`src/hdl/mobnd_pkg.sv`:
```
// Shared types and constants for the 3x3 mask outer-boundary streamer.
// No dependencies; used by the interfaces, the result queue and the top level.
`timescale 1ns / 1ps
`default_nettype none

package mobnd_pkg;

  // Fixed field widths of the channels and the configuration port
  localparam int COL_W   = 11;
  localparam int ROW_W   = 12;
  localparam int IMGW_W  = 12;
  localparam int IMGH_W  = 13;
  localparam int CFG_W   = 13;
  localparam int CFG_IDX_W = 1;

  // Configuration register indexes
  localparam logic [CFG_IDX_W-1:0] REG_IMAGE_WIDTH  = 1'd0;
  localparam logic [CFG_IDX_W-1:0] REG_IMAGE_HEIGHT = 1'd1;

  // Reset values of the geometry registers
  localparam logic [IMGW_W-1:0] IMAGE_WIDTH_RST  = 12'd640;
  localparam logic [IMGH_W-1:0] IMAGE_HEIGHT_RST = 13'd480;

  // Window layout: bits 2..0 left column, 5..3 center, 8..6 right;
  // within a column bit 0 is the top row.
  localparam logic [8:0] WIN_NO_CENTER = 9'h1ef;
  localparam logic [8:0] WIN_TOP_ROW   = 9'h049;
  localparam logic [8:0] WIN_BOT_ROW   = 9'h124;
  localparam logic [8:0] WIN_LEFT_COL  = 9'h007;
  localparam logic [8:0] WIN_RIGHT_COL = 9'h1c0;

  // Result queue geometry
  localparam int OUTQ_DEPTH = 4;
  localparam int OUTQ_PTR_W = 2;
  localparam int OUTQ_CNT_W = 3;

  // One result transaction
  typedef struct packed {
    logic             is_boundary;
    logic [COL_W-1:0] pixel_col;
    logic [ROW_W-1:0] pixel_row;
    logic             last_of_frame;
  } res_t;

endpackage

`default_nettype wire

```
`src/hdl/mobnd_outq.sv`:
```
// Small result queue that decouples the window stage from the output handshake.
// Depends on mobnd_pkg (res_t, queue geometry).
`timescale 1ns / 1ps
`default_nettype none

module mobnd_outq (
  input  wire logic                             clk,
  input  wire logic                             rst_n,
  input  wire logic                             push,
  input  wire mobnd_pkg::res_t                  push_data,
  input  wire logic                             pop_ready,
  output      logic                             pop_valid,
  output      mobnd_pkg::res_t                  pop_data,
  output      logic [mobnd_pkg::OUTQ_CNT_W-1:0] count
);

  mobnd_pkg::res_t                  entry_r [mobnd_pkg::OUTQ_DEPTH];
  logic [mobnd_pkg::OUTQ_PTR_W-1:0] wr_ptr_r;
  logic [mobnd_pkg::OUTQ_PTR_W-1:0] rd_ptr_r;
  logic [mobnd_pkg::OUTQ_CNT_W-1:0] cnt_r;
  logic [mobnd_pkg::OUTQ_CNT_W-1:0] cnt_nxt;
  logic                             pop;

  assign pop_valid = (cnt_r != '0);
  assign pop_data  = entry_r[rd_ptr_r];
  assign pop       = pop_valid && pop_ready;
  assign count     = cnt_r;

  // occupancy
  always_comb begin
    cnt_nxt = cnt_r;
    if (push && !pop) begin
      cnt_nxt = cnt_r + 1'b1;
    end else if (pop && !push) begin
      cnt_nxt = cnt_r - 1'b1;
    end
  end

  // pointers and count
  always_ff @(posedge clk) begin
    if (!rst_n) begin
      wr_ptr_r <= '0;
      rd_ptr_r <= '0;
      cnt_r    <= '0;
    end else begin
      cnt_r <= cnt_nxt;
      if (push) begin
        wr_ptr_r <= wr_ptr_r + 1'b1;
      end
      if (pop) begin
        rd_ptr_r <= rd_ptr_r + 1'b1;
      end
    end
  end

  // payload storage, no reset needed
  always_ff @(posedge clk) begin
    if (push) begin
      entry_r[wr_ptr_r] <= push_data;
    end
  end

endmodule

`default_nettype wire

```
`config.mk`:
```
export PLATFORM = sky130hd
export DESIGN_NAME = mobnd_outq
export DESIGN_NICKNAME = d
export VERILOG_FILES = /design/src/hdl/mobnd_pkg.sv /design/src/hdl/mobnd_outq.sv
export SDC_FILE = /design/constraint.sdc
export NUM_CORES = 1
export LEC_CHECK = 0
export ABC_AREA = 1
export BUFFER_PORTS_ARGS = -buffer_cell sky130_fd_sc_hd__clkbuf_2
export CAP_MARGIN = 0
export CORE_MARGIN = 5
export CORE_UTILIZATION = 50
export CTS_CLUSTER_DIAMETER = 120
export DETAILED_ROUTE_END_ITERATION = 8
export GPL_TIMING_DRIVEN = 1
export PLACE_DENSITY_LB_ADDON = 0.2
export SYNTH_ARGS = -nofsm -noshare
export SYNTH_HDL_FRONTEND = slang
export SYNTH_SLANG_ARGS = --single-unit
```
`constraint.sdc`:
```
create_clock -name clk -period 4.3 [get_ports clk]
set_clock_uncertainty 0.05 [all_clocks]
set_input_delay 0.86 -clock clk [delete_from_list [all_inputs] [get_ports clk]]
set_output_delay 0.86 -clock clk [all_outputs]
set_load 0.01 [all_outputs]
```
==> impl_metrics.yaml <==
status:
  outcome: "finished clean"
grt:
  grt-ovfl-total: 0
  antenna_found_initial: 0
  grt_util_met3_pct: 3.62
  globalRoute.busiestLayer: "met2"
  grt_first_pass_wirelength_mm: 12.1
  grt_use_met1_pct: 21.2
  globalRouteMet2Util_pct: 24.1
  grt_pass1_vias: 2392
  grt_start_max_net_pins: 51
  grtUsageTotal_pct: 15.4
worst_hold_path:
  holdPathEnd: "rd_ptr_r[0]"
  worstHoldPathCells: 2
  hp-start: "rd_ptr_r[0]"
  worstHoldPathType: "reg -> reg"
floorplanning:
  rows: 33
  io_pins: 58
  die_area_um2: 10500
  core-area_um2: 8260
  floorplan.die.width_um: 102
  floorplan.die.height_um: 102
  initial_core_util_pct: 51.7
place:
  place_ws_ns: 1.88
  rd_place_congestion: 0.695
  place_hpwl_mm: 4.58
  placed_cells: 456
  io_buffer_count: 57
drt:
  final_antenna_net_count: 0
  drt_pre_antenna_iters: 4
  detailedRoute.firstIterationViolations: 117
  vias: 2449
  routed_via_density: 5.21
  drc_errors: 0
  avgRoutedWirePerCell_um: 16.0
  wl_mm: 7.52
setup_path:
  worst_ep_arrival_time_ns: 1.84
  crit_path_max_fanout: 36
  crit_path_start_kind: "flip-flop"
  cp_data_required_time_ns: 3.39
  critPathCaptureType: "primary output"
  worst_reg_to_reg_cells: 4
  r2r_slack_ns: 2.37
  criticalPathCategory: "reg -> out"
  reg2reg_from: "wr_ptr_r[0]"
  critical_path.reg2reg.endpoint: "entry_r[2][22]"
sta:
  slew_violations: 0
  layout_setup_ws_ns: 1.55
  timing.hold.ws_ns: 0.457
  final_period_minus_worst_setup_slack_ns: 2.75
  fmaxAchievable_mhz: 363
  rsz_0062_raised_after_global_routing: "false"
  relSlewSlack_pct: 23.7
  layout_worst_path_cycle_share_pct: 64.0
  report.final.setup_viol: 0
  setup_tns_ns: 0
  worst_pin_slew_ns: 1.14
  timing_hold_violations_final: 0
clocking:
  worst_skew_pair.late_latency_ns: 0.34
  htree_levels: 3
  cts_resized: 0
  clk_transition_reported_paths_ns: 0.09
  cts_max_path_buffers: 2
  post_cts_hold_buffer_count: 0
  numCtsBuffers: 9
  cts_post_setup_buffers_inserted: 0
  tritoncts: "yes"
  clock_sinks: 109
  clock_tree.root_cell: "sky130_fd_sc_hd__clkbuf_8"
logic_synthesis:
  synth_cell_types: 20
  ys_seq_area_share_pct: 74.5
  async_reset_ff_share_pct: 0
  synth.avg_cell_area_um2: 14.1
  syn_area_um2: 4270
  syn-instance-count: 304
  synth_top_flop_cell: "sky130_fd_sc_hd__edfxtp_1"
  synth_enable_flop_cells: 100
  post_synth_net_total: 339
  synth_seq_cells: 109
  yosys_warnings: 0
final_layout:
  finish.cell_count_without_fillers: 470
  multi_input_comb_area_um2: 901
  layout-area-overhead-vs-synth_pct: 11.2
  drive_above_1_share_pct: 26.8
  antenna_cells_inserted: 0
  area.sequential_um2: 3180
  n_fill_cell: 670
  nNetsFinal: 397
run:
  cap_violations: 0
pwr:
  post-layout-total-power_mw: 2.39
  static-leakage-power_nw: 1.76
  ir_worst_vdd_v: 0.000227
  power.density_cell_area_nw_per_um2: 504
-- cell families (layout without fill, tap and decap cells) --
kind of cell | after synthesis | count (layout) | share of synthesized area (%)
buf+inv | 31 | 92 | 4.39
simple gates | 74 | 74 | 6.59
compound gates | 83 | 83 | 12.4
xor+xnor | 1 | 1 | 0.205
flops | 109 | 109 | 74.5
fa+ha+maj | 6 | 6 | 1.93
-- per-layer routing --
| metal | wire length [um] | vias to the layer above |
|---|---|---|
| li1 | - | 1214 |
| met1 | 3310 | 1167 |
| met2 | 3650 | 59 |
| met3 | 471 | 9 |
| met4 | 87 | 0 |
| met5 | 0 | - |
-- synth_stat cells, types with 5 or more instances --
cell type / number / area share, %
sky130_fd_sc_hd__o21ai_1: 25 / 2.9
sky130_fd_sc_hd__a21oi_1: 5 / 0.59
sky130_fd_sc_hd__o21ai_0: 8 / 0.94
sky130_fd_sc_hd__ha_1: 5 / 1.5
sky130_fd_sc_hd__dfxtp_1: 9 / 4.2
sky130_fd_sc_hd__nand2_1: 15 / 1.3
sky130_fd_sc_hd__buf_4: 5 / 0.88
sky130_fd_sc_hd__nor2_1: 56 / 4.9
sky130_fd_sc_hd__o21ai_2: 20 / 4.1
sky130_fd_sc_hd__edfxtp_1: 100 / 70
sky130_fd_sc_hd__o22ai_1: 24 / 3.5
sky130_fd_sc_hd__buf_6: 6 / 1.6
sky130_fd_sc_hd__inv_1: 14 / 1.2
-- cells in the final DEF, fill, tap and decap left out --
master,netlist,layout
sky130_fd_sc_hd__xor2_1,1,1
sky130_fd_sc_hd__edfxtp_1,100,100
sky130_fd_sc_hd__inv_2,1,1
sky130_fd_sc_hd__clkbuf_1,0,2
sky130_fd_sc_hd__fa_1,1,1
sky130_fd_sc_hd__o22ai_1,24,24
sky130_fd_sc_hd__o21ai_0,8,8
sky130_fd_sc_hd__a21oi_1,5,5
sky130_fd_sc_hd__dfxtp_2,0,1
sky130_fd_sc_hd__nor2_1,56,56
sky130_fd_sc_hd__inv_1,14,14
sky130_fd_sc_hd__o22ai_2,1,1
sky130_fd_sc_hd__o21ai_2,20,20
sky130_fd_sc_hd__ha_1,5,5
sky130_fd_sc_hd__clkinv_2,0,3
sky130_fd_sc_hd__inv_4,1,1
sky130_fd_sc_hd__clkbuf_8,0,9
sky130_fd_sc_hd__o21ai_1,25,25
sky130_fd_sc_hd__dfxtp_1,9,8
sky130_fd_sc_hd__nand3_1,3,3
sky130_fd_sc_hd__buf_4,5,5
sky130_fd_sc_hd__nand2_1,15,15
sky130_fd_sc_hd__clkbuf_2,0,57
-- flip-flops by register name (all words and copies together), names as in the netlist, named ones only --
register	flops
count	3
rd_ptr_r	2
wr_ptr_r	2
entry_r	100
-- final cells by class --
| class | count | area share (%) |
|---|---|---|
| Sequential cell | 109 | 67.1 |
| Multi-Input combinational cell | 164 | 19.0 |
| Timing Repair Buffer | 62 | 6.80 |
| Clock buffer | 11 | 2.77 |
| Tap cell | 105 | 2.77 |
| Inverter | 16 | 1.32 |
| Clock inverter | 3 | 0.316 |
-- worst max-delay path, cell delays in order (launching register included) --
cell,delay [ns]
sky130_fd_sc_hd__dfxtp_2,0.53
sky130_fd_sc_hd__buf_4,0.42
sky130_fd_sc_hd__o21ai_1,0.12
sky130_fd_sc_hd__o22ai_1,0.24
sky130_fd_sc_hd__clkbuf_2,0.18
-- how the worst max path moves through the flow --
stage | startpoint | end | cells past startpoint
CTS | flip-flop | pop_data[22] | 4
global placement | push | entry_r[2][3] | 3
finish | flip-flop | pop_data[22] | 4
global route | flip-flop | pop_data[8] | 4
detailed placement | push | entry_r[2][1] | 3
floorplan | pop_ready | count[2] | 10
-- stage by stage --
stage / instance area (um2) / util (%)
after floorplan: 4270 / -
after global placement: 4600 / 55.7
after detailed placement: 4600 / 55.7
after CTS: 4750 / 57.5
after global routing: 4750 / 57.5
final: 4750 / 57.5
-- report_power, final --
group / internal (mW) / switching [mW]
Clock: 0.202 / 0.295
Sequential: 1.22 / 0.0435
Combinational: 0.227 / 0.402
Total: 1.65 / 0.740
Power figures use the tool's default switching activity.
